## src/rtl/core/sap_pkg.sv

```systemverilog
// Shared types and constants for the skyline atlas placer.
// No dependencies; imported by sap_ctrl, sap_datapath and the top level.
`default_nettype none
package sap_pkg;

  localparam int ATLAS_W = 256;
  localparam int ATLAS_H = 256;
  localparam int COL_W   = $clog2(ATLAS_W);
  localparam int SKY_W   = 9;
  localparam int DIM_W   = 9;

  typedef enum logic [2:0] {
    S_IDLE,
    S_SETUP,
    S_READ,
    S_CHECK,
    S_WRITE,
    S_DONE
  } state_t;

  typedef struct packed {
    logic load;
    logic setup;
    logic rd_issue;
    logic commit;
    logic wr_issue;
    logic fail;
    logic finish;
  } ctrl_cmd_t;

  typedef struct packed {
    logic too_wide;
    logic cnt_end;
    logic fits;
  } ctrl_sts_t;

endpackage
`default_nettype wire

```

## src/rtl/core/skyline_atlas_placer_unit.sv

```systemverilog
// Skyline atlas placer top level: controller plus datapath.
// Depends on sap_pkg, sap_ctrl and sap_datapath.
//
// A rectangle is taken when start is high and busy is low; its placement
// appears on place_x, place_y and overflow for the single cycle in which
// done is high, and the receiver cannot hold it off. The skyline memory is
// read once and written once per covered column of a placed rectangle;
// one that is too wide fails in the setup state without any access, and
// one that is too tall fails after its column reads, with no writes.
// The skyline starts cleared after reset with no clearing pass.
`default_nettype none
module skyline_atlas_placer_unit import sap_pkg::*; (
  input  wire logic               clk,
  input  wire logic               rst,
  input  wire logic               start,
  output logic                    busy,
  input  wire logic [DIM_W-1:0]   rect_width,
  input  wire logic [DIM_W-1:0]   rect_height,
  output logic                    done,
  output logic      [COL_W-1:0]   place_x,
  output logic      [SKY_W-1:0]   place_y,
  output logic                    overflow
);

  ctrl_cmd_t cmd;
  ctrl_sts_t sts;

  sap_ctrl u_ctrl (
    .clk   (clk),
    .rst   (rst),
    .start (start),
    .sts   (sts),
    .cmd   (cmd),
    .busy  (busy),
    .done  (done)
  );

  sap_datapath u_dp (
    .clk         (clk),
    .rst         (rst),
    .cmd         (cmd),
    .sts         (sts),
    .rect_width  (rect_width),
    .rect_height (rect_height),
    .place_x     (place_x),
    .place_y     (place_y),
    .overflow    (overflow)
  );

endmodule
`default_nettype wire

```

## src/rtl/core/sap_ctrl.sv

```systemverilog
// Controller state machine for the skyline atlas placer.
// Depends on sap_pkg; drives sap_datapath through ctrl_cmd_t.
`default_nettype none
module sap_ctrl import sap_pkg::*; (
  input  wire logic       clk,
  input  wire logic       rst,
  input  wire logic       start,
  input  wire ctrl_sts_t  sts,
  output ctrl_cmd_t       cmd,
  output logic            busy,
  output logic            done
);

  state_t state;
  state_t state_next;

  always_ff @(posedge clk) begin
    if (rst) begin
      state <= S_IDLE;
    end else begin
      state <= state_next;
    end
  end

  always_comb begin
    state_next = state;
    cmd        = '0;
    busy       = 1'b1;
    done       = 1'b0;
    case (state)
      S_IDLE: begin
        busy = 1'b0;
        if (start) begin
          cmd.load   = 1'b1;
          state_next = S_SETUP;
        end
      end
      S_SETUP: begin
        if (sts.too_wide) begin
          cmd.fail   = 1'b1;
          state_next = S_DONE;
        end else begin
          cmd.setup  = 1'b1;
          state_next = S_READ;
        end
      end
      S_READ: begin
        if (sts.cnt_end) begin
          state_next = S_CHECK;
        end else begin
          cmd.rd_issue = 1'b1;
        end
      end
      S_CHECK: begin
        if (sts.fits) begin
          cmd.commit = 1'b1;
          state_next = S_WRITE;
        end else begin
          cmd.fail   = 1'b1;
          state_next = S_DONE;
        end
      end
      S_WRITE: begin
        if (sts.cnt_end) begin
          cmd.finish = 1'b1;
          state_next = S_DONE;
        end else begin
          cmd.wr_issue = 1'b1;
        end
      end
      S_DONE: begin
        done       = 1'b1;
        state_next = S_IDLE;
      end
      default: begin
        state_next = S_IDLE;
      end
    endcase
  end

endmodule
`default_nettype wire

```

## src/rtl/core/sap_datapath.sv

```systemverilog
// Datapath of the skyline atlas placer: skyline memory, cursor, column scan.
// Depends on sap_pkg; steered by sap_ctrl.
`default_nettype none
module sap_datapath import sap_pkg::*; (
  input  wire logic               clk,
  input  wire logic               rst,
  input  wire ctrl_cmd_t          cmd,
  output ctrl_sts_t               sts,
  input  wire logic [DIM_W-1:0]   rect_width,
  input  wire logic [DIM_W-1:0]   rect_height,
  output logic      [COL_W-1:0]   place_x,
  output logic      [SKY_W-1:0]   place_y,
  output logic                    overflow
);

  localparam logic [DIM_W:0] ATLAS_W_V = (DIM_W+1)'(ATLAS_W);
  localparam logic [DIM_W:0] ATLAS_H_V = (DIM_W+1)'(ATLAS_H);

  logic [SKY_W-1:0] sky_mem [ATLAS_W];
  logic [ATLAS_W-1:0] valid;

  logic [DIM_W-1:0] w;
  logic [DIM_W-1:0] h;
  logic [COL_W-1:0] x;
  logic [DIM_W-1:0] cursor;
  logic [DIM_W-1:0] cnt;
  logic [SKY_W-1:0] row;
  logic [SKY_W-1:0] rd_data;
  logic             rd_vld;
  logic             rd_pend;

  logic [COL_W-1:0] addr;
  logic [DIM_W:0]   cur_end;
  logic [DIM_W:0]   top_sum;
  logic [SKY_W-1:0] sky_new;
  logic [SKY_W-1:0] rd_eff;

  assign addr    = x + cnt[COL_W-1:0];
  assign cur_end = {1'b0, cursor} + {1'b0, w};
  assign top_sum = {1'b0, row} + {1'b0, h};
  assign sky_new = top_sum[SKY_W-1:0] + SKY_W'(1);
  assign rd_eff  = rd_vld ? rd_data : '0;

  assign sts.too_wide = {1'b0, w} > ATLAS_W_V;
  assign sts.cnt_end  = (cnt == w);
  assign sts.fits     = top_sum <= ATLAS_H_V;

  always_ff @(posedge clk) begin
    if (cmd.wr_issue) begin
      sky_mem[addr] <= sky_new;
    end
    if (cmd.rd_issue) begin
      rd_data <= sky_mem[addr];
      rd_vld  <= valid[addr];
    end
  end

  always_ff @(posedge clk) begin
    if (rst) begin
      valid   <= '0;
      cursor  <= '0;
      rd_pend <= 1'b0;
    end else begin
      rd_pend <= cmd.rd_issue;
      if (cmd.wr_issue) begin
        valid[addr] <= 1'b1;
      end
      if (cmd.finish) begin
        cursor <= DIM_W'({1'b0, x} + {1'b0, w} + (DIM_W+1)'(1));
      end
    end
  end

  always_ff @(posedge clk) begin
    if (cmd.load) begin
      w <= rect_width;
      h <= rect_height;
    end
    if (cmd.setup) begin
      if ({1'b0, cursor} >= ATLAS_W_V || cur_end > ATLAS_W_V) begin
        x <= '0;
      end else begin
        x <= cursor[COL_W-1:0];
      end
      cnt <= '0;
      row <= '0;
    end else if (cmd.commit) begin
      cnt <= '0;
    end else if (cmd.rd_issue || cmd.wr_issue) begin
      cnt <= cnt + DIM_W'(1);
    end
    if (rd_pend && rd_eff > row) begin
      row <= rd_eff;
    end
    if (cmd.fail) begin
      place_x  <= '0;
      place_y  <= '0;
      overflow <= 1'b1;
    end else if (cmd.finish) begin
      place_x  <= x;
      place_y  <= row;
      overflow <= 1'b0;
    end
  end

endmodule
`default_nettype wire
```

## config.mk

```make
export PLATFORM = sky130hd
export DESIGN_NAME = skyline_atlas_placer_unit
export DESIGN_NICKNAME = d
export VERILOG_FILES = /design/src/rtl/core/sap_pkg.sv /design/src/rtl/core/skyline_atlas_placer_unit.sv /design/src/rtl/core/sap_ctrl.sv /design/src/rtl/core/sap_datapath.sv
export SDC_FILE = /design/constraint.sdc
export NUM_CORES = 2
export LEC_CHECK = 0
export BUFFER_PORTS_ARGS = -buffer_cell sky130_fd_sc_hd__clkbuf_2
export CELL_PAD_IN_SITES_DETAIL_PLACEMENT = 1
export CELL_PAD_IN_SITES_GLOBAL_PLACEMENT = 2
export CORE_AREA = 4 4 549 442
export CTS_BUF_LIST = sky130_fd_sc_hd__clkbuf_16
export CTS_CLUSTER_SIZE = 16
export DETAILED_ROUTE_END_ITERATION = 16
export DIE_AREA = 0 0 553 446
export PLACE_DENSITY = 0.83
export SLEW_MARGIN = 40
export SYNTH_ARGS = -nofsm -noshare
export SYNTH_HDL_FRONTEND = slang
export SYNTH_HIERARCHICAL = 1
export SYNTH_SLANG_ARGS = --single-unit
```

## constraint.sdc

```tcl
create_clock -name clk -period 16.77 [get_ports clk]
set_clock_uncertainty 0.1 [all_clocks]
set_input_delay 2.5155 -clock clk [delete_from_list [all_inputs] [get_ports clk]]
set_output_delay 2.5155 -clock clk [all_outputs]
set_load 0.02 [all_outputs]
```

Word-level counts from Yosys, hierarchy flattened
Memory sizes are Yosys's and may differ from the RTL's. A register that Yosys moved wholly into a read port is not among the register bits.
Cells that the tools add are included.
{ "word_totals": {"register_bits": 332, "mem_bits_rw": 2304, "inputBits": 21, "out_inout_bits": 20, "word_cells": 77, "mem_count": 1} }
{ "memory_table": {"columns": ["name", "words", "width", "read_ports", "rd_ports_with_merged_regs", "wr", "line_no", "source"], "rows": [
  ["u_dp.sky_mem", 256, 9, 1, 1, 1, "sap_datapath.sv:19", "logic [SKY_W-1:0] sky_mem [ATLAS_W];"]
]} }
{ "op_classes": {"addsub": 7, "n_lt_le_gt_ge": 7, "eq_ne": 9, "mux": 31, "bitwise_logic": 1, "reduce_logical": 8} }
{ "ops": {"columns": ["cell", "count"], "rows": [
  ["$or 256x256->256", 1],
  ["$add 9x1->9 const B", 3],
  ["$mux 9", 3],
  ["$add 9x9->10", 2],
  ["$mux 1", 20],
  ["$pmux 3 s5", 1],
  ["$mux 3", 4],
  ["$gt 10x9->1 const B", 1],
  ["$le 10x9->1 const B", 1],
  ["$add 8x9->9", 1],
  ["$eq 9x9->1", 1],
  ["$ge 9x9->1 const B", 1],
  ["$gt 9x9->1", 1],
  ["$gt 9x9->1 const B", 1],
  ["$lt 8x9->1 const B", 1],
  ["$add 8x8->8", 1],
  ["$bmux 1 s8", 1],
  ["$demux 1 s8", 1],
  ["$ge 8x1->1 const B", 1],
  ["$eq 3x2->1 const B", 2],
  ["$eq 3x3->1 const B", 2],
  ["$ne 2x2->1 const B", 3],
  ["$eq 3x1->1 const B", 1],
  ["$logic_not 3->1", 1],
  ["other kinds (6)", 8]
]} }

Logic depth before layout (Yosys ltp)
{ "depth": {"word_depth": 6, "mapped_depth": 16, "ltp_nobuf": 14} }

Cells and area by module
Netlist, hierarchy kept.
{ "by_module_without_submodules": {"columns": ["mod", "n_inst", "cells_each", "area_per_inst_um2", "seq_area_each_um2"], "rows": [
  ["sap_datapath", 1, 5236, 103698.2, 76403.3],
  ["sap_ctrl", 1, 33, 264.0, 60.1]
]} }

Worst setup path after synthesis
Ideal clock, no wire load.
{ "synth_timing": {"path_kind": "reg-to-reg", "start": "register u_dp.row[0]", "end": "memory u_dp.sky_mem[0][7], data pin", "setup_time_ns": 1.521, "arrival_time_ns": 10.716, "required_time_ns": 15.149, "path_slack_ns": 4.433, "path_stages_with_launch": 6, "path_buffers": 0, "synth_period_minus_slack_ns": 12.337, "cell_sequence": "edfxtp_1 > ha_1 > inv_1 > nor3_1 > nand4_1 > xor2_1"} }
{ "synth_between": {"elab_chain_len": 2} }
{ "synth_lines": {"columns": ["item", "line_no", "source"], "rows": [
  ["start: declaration", "sap_datapath.sv:27", "logic [SKY_W-1:0] row;"],
  ["start signal: assignment", "sap_datapath.sv:93", "row <= rd_eff;"],
  ["$add 9x9->10", "sap_datapath.sv:40", "assign top_sum = {1'b0, row} + {1'b0, h};"],
  ["$add 9x1->9", "sap_datapath.sv:41", "assign sky_new = top_sum[SKY_W-1:0] + SKY_W'(1);"],
  ["net u_dp.sky_new[7]", "sap_datapath.sv:35", "logic [SKY_W-1:0] sky_new;"],
  ["end: declaration", "sap_datapath.sv:19", null]
]} }
The timed path passes the listed nets, and every way through them passes these cells.

Final worst setup path
{ "layout_timing": {"start": "register u_dp.x[0]", "end": "register u_dp.rd_data[1] (read register of u_dp.sky_mem), data pin"} }
{ "layout_between": {"elab_chain_len": 1} }
{ "layout_lines": {"columns": ["item", "line_no", "source"], "rows": [
  ["start: declaration", "sap_datapath.sv:24", "logic [COL_W-1:0] x;"],
  ["start signal: assignment", "sap_datapath.sv:83", "x <= cursor[COL_W-1:0];"],
  ["$add 8x8->8", "sap_datapath.sv:38", "assign addr = x + cnt[COL_W-1:0];"],
  ["end: declaration", "sap_datapath.sv:28", "logic [SKY_W-1:0] rd_data;"]
]} }
Every way passes these cells.
A chain may end at the register's enable or synchronous reset.

==> flow_summary_export.csv <==
group,metric,value,unit
power,p_leak,36.98,nW
critical_path,worstSetupPathType,"reg -> reg",
logic_synthesis,ys_warn_count,6,
clock_tree,cts_setup_buffers,0,
logic_synthesis,synth-main-ff-cell,"edfxtp_1",
hold_path,whs_path_depth,2,
timing,finalSetupTns,0,ns
timing,rsz0062_at_grt,"no",
die,die_h,446,µm
critical_path,worstPathArrival,7.19,ns
run_status,status,"finished, final reports clean",
final_layout,area_growth,12.99,%
clock_tree,numCtsBuffers,266,
power,peakVddDrop,0.0001580,V
run,maxCapViolCount,0,
clock_tree,clock_path_buffers,4,
place,io_buffer_count,40,
grt,grt_pass1_vias,55320,
critical_path,critPathLaunchType,"register",
power,power_switching_share,0.3071,
clock_tree,cts-resized-gates,0,
clock_tree,clkSinkCount,2645,
logic_synthesis,seq_area_frac_synth,0.7355,
routing,routed_wl,277200,µm
clock_tree,cts_hold_buffers,0,
die,die-area,0.2466,mm²
power,seqPwrFrac,0.400,
logic_synthesis,syn_avg_cell_area,19.73,µm²
timing,drv_slew,0,
logic_synthesis,syn_inst,5269,
routing,drt-pass1-iter-count,5,
logic_synthesis,syn-num-nets,5339,
final_layout,fin_nets,5487,
grt,antenna_found_initial,6,
timing,tightestPinTransition,0.9464,ns
critical_path,reg2reg_slack,10.02,ns
clock_tree,cts-root-buf,"clkbuf_16",
critical_path,rr_worst_depth,11,
timing,finalHoldViolCount,0,
hold_path,min_path_type,"reg -> reg",
die,rows,160,
timing,period_needed,6.749,ns
critical_path,cp-end-kind,"register",
grt,grt_pass1_wl,403900,µm
grt,grt_max_degree,203,
power,p_sw,0.006010,W
die,initial_core_util,0.4386,
power,p_clk_frac,0.295,
grt,grtUsageTotal,0.2232,
routing,vias,54100,
routing,first_iter_violations,7298,
logic_synthesis,ys_ff_latch,2645,
final_layout,layout_common_cells,"edfxtp_1, mux4_2, nor2_1",
routing,wl_per_cell,31.63,µm
critical_path,critical_path.max_fanout,120,
place,hpwlAfterDp,168000,µm
clock_tree,path_clk_slew,0.06,ns
clock_tree,cts_tree,"done",
timing,fmax,148.2,MHz
die,die_x,553,µm
logic_synthesis,async_flop_share,0,
routing,via_per_inst,6.173,
power,combPwrFrac,0.305,
final_layout,final_common_cell,"edfxtp_1",
timing,setup_violations,0,
clock_tree,clk_latency,0.86,ns
power,p_int,0.01356,W
routing,drc,0,
logic_synthesis,netlist_area,0.1040,mm²
timing,relSlewSlack,0.3510,
logic_synthesis,synth.distinct_cells,61,
final_layout,drive_gt1_frac,0.2866,
timing,timing.final.crit_share,0.4025,
clock_tree,htreeDepth,5,
logic_synthesis,synth_edf_count,2349,
die,core,0.2370,mm²
place,gp_congestion,0.8370,
routing,postRouteAntennaNets,0,
critical_path,worstPathRequired,17.21,ns
timing,hold_ws,0.3628,ns
grt,overflow,0,
die,num_io_pins,41,
power,power_density,166.6,mW/mm²
==> routing by layer <==
layer / share of wire / global-route usage / vias up / wire, µm
met5: 0.00011 / 0 / - / 30
met4: 0.025 / 0.05364 / 4 / 6896
met3: 0.11 / 0.06336 / 410 / 30770
met2: 0.45 / 0.3334 / 2973 / 125400
met1: 0.41 / 0.3268 / 29120 / 114100
li1: - / - / 21590 / -
==> critical path: stages (launching register included) <==
cell and delay, ns:
edfxtp_1 0.46, ha_4 0.21, fa_4 1.24, buf_6 0.58, buf_12 0.59, buf_4 0.69
mux4_2 0.43, mux4_2 0.52, mux2i_1 0.54, mux2i_1 0.29, mux2i_1 0.36, o22ai_1 0.15
==> through the flow <==
| step | area, µm² | power, W | util | std cells | worst slack [ns] |
|---|---|---|---|---|---|
| 2_1_floorplan | 104000 | 0.01212 | - | 5269 | 4.433 |
| 3_3_place_gp | 108000 | 0.01364 | 0.4558 | 8294 | 9.609 |
| 3_5_place_dp | 108800 | 0.01385 | 0.4590 | 8299 | 9.672 |
| 4_1_cts | 117100 | 0.01964 | 0.4940 | 8753 | 9.646 |
| 5_1_grt | 117500 | 0.02027 | 0.4956 | 8762 | 9.677 |
| 6_report | 117500 | 0.01957 | 0.4956 | 8764 | 10.02 |
==> flip-flops by register name, summed over array words and instances, names as in the netlist, 8 cells and up <==
name and flops:
u_dp/cnt 9, u_dp/place_x 8, u_dp/w 9, u_dp/cursor 9, u_dp/x 8, u_dp/place_y 9, u_dp/h 9, u_dp/sky_mem 2304
u_dp/rd_data 9, u_dp/row 9, u_dp/valid 256
==> cell usage after synthesis, types with 4 or more instances <==
cell / count / share of area
a211oi_1: 20 / 0.0014
a21boi_0: 4 / 0.00029
a21o_1: 10 / 0.00072
a21oi_1: 277 / 0.013
a32oi_1: 10 / 0.00084
and2_1: 13 / 0.00078
buf_1: 17 / 0.00061
buf_2: 108 / 0.0052
buf_4: 5 / 0.00036
buf_6: 18 / 0.0019
clkbuf_1: 150 / 0.0054
dfxtp_1: 296 / 0.057
edfxtp_1: 2349 / 0.68
fa_1: 4 / 0.00077
ha_1: 45 / 0.0054
inv_1: 47 / 0.0017
mux2i_1: 102 / 0.0098
mux4_2: 800 / 0.17
nand2_1: 135 / 0.0049
nand2b_1: 8 / 0.00048
nand3_1: 37 / 0.0018
nand4_1: 5 / 0.00030
nor2_1: 639 / 0.023
nor2b_1: 8 / 0.00048
nor3_1: 19 / 0.00091
nor3_2: 4 / 0.00039
o21a_1: 5 / 0.00036
o21ai_0: 21 / 0.0010
o22ai_1: 10 / 0.00060
or3_1: 10 / 0.00060
xnor2_1: 29 / 0.0024
xor2_1: 14 / 0.0012
==> kinds of logic (layout without fill, tap and decap cells) <==
| group | Yosys count | after routing | synth area share |
|---|---|---|---|
| AOI/OAI and AO/OA | 383 | 383 | 0.02071 |
| adders and majority gates | 49 | 49 | 0.006186 |
| muxes | 902 | 902 | 0.1831 |
| other | 0 | 2 | 0 |
| buffers and inverters | 345 | 679 | 0.01524 |
| xor gates and xnor gates | 45 | 45 | 0.003935 |
| DFF | 2645 | 2645 | 0.7355 |
| and+or+nand+nor | 900 | 900 | 0.03531 |
==> cell type report <==
class | count | area, µm²
tap | 3159 | 3953
multi-input combinational | 2279 | 26890
antenna | 2 | 5.005
timing repair buffer | 178 | 1672
fill | 21490 | 119600
clock inverter | 176 | 1344
sequential | 2645 | 76460
inverter | 47 | 183.9
clock buffer | 278 | 6957
==> power by group through the flow <==
stage	Sequential (W)	Combinational [W]	Clock, W
floorplan	0.00822	0.00390	0
global placement	0.00797	0.00566	0
detailed placement	0.00797	0.00588	0
CTS	0.00783	0.00592	0.00589
global route	0.00782	0.00625	0.00619
finish	0.00783	0.00597	0.00578
==> path summary, 6_finish.rpt <==
path                        start              end
setup / recovery        u_dp/x[0]  u_dp/rd_data[1]
hold reg to reg   u_dp/valid[169]  u_dp/valid[169]
hold / removal    u_dp/valid[169]  u_dp/valid[169]
setup reg to reg        u_dp/x[0]  u_dp/rd_data[1]
Power figures use the tool's default switching activity.
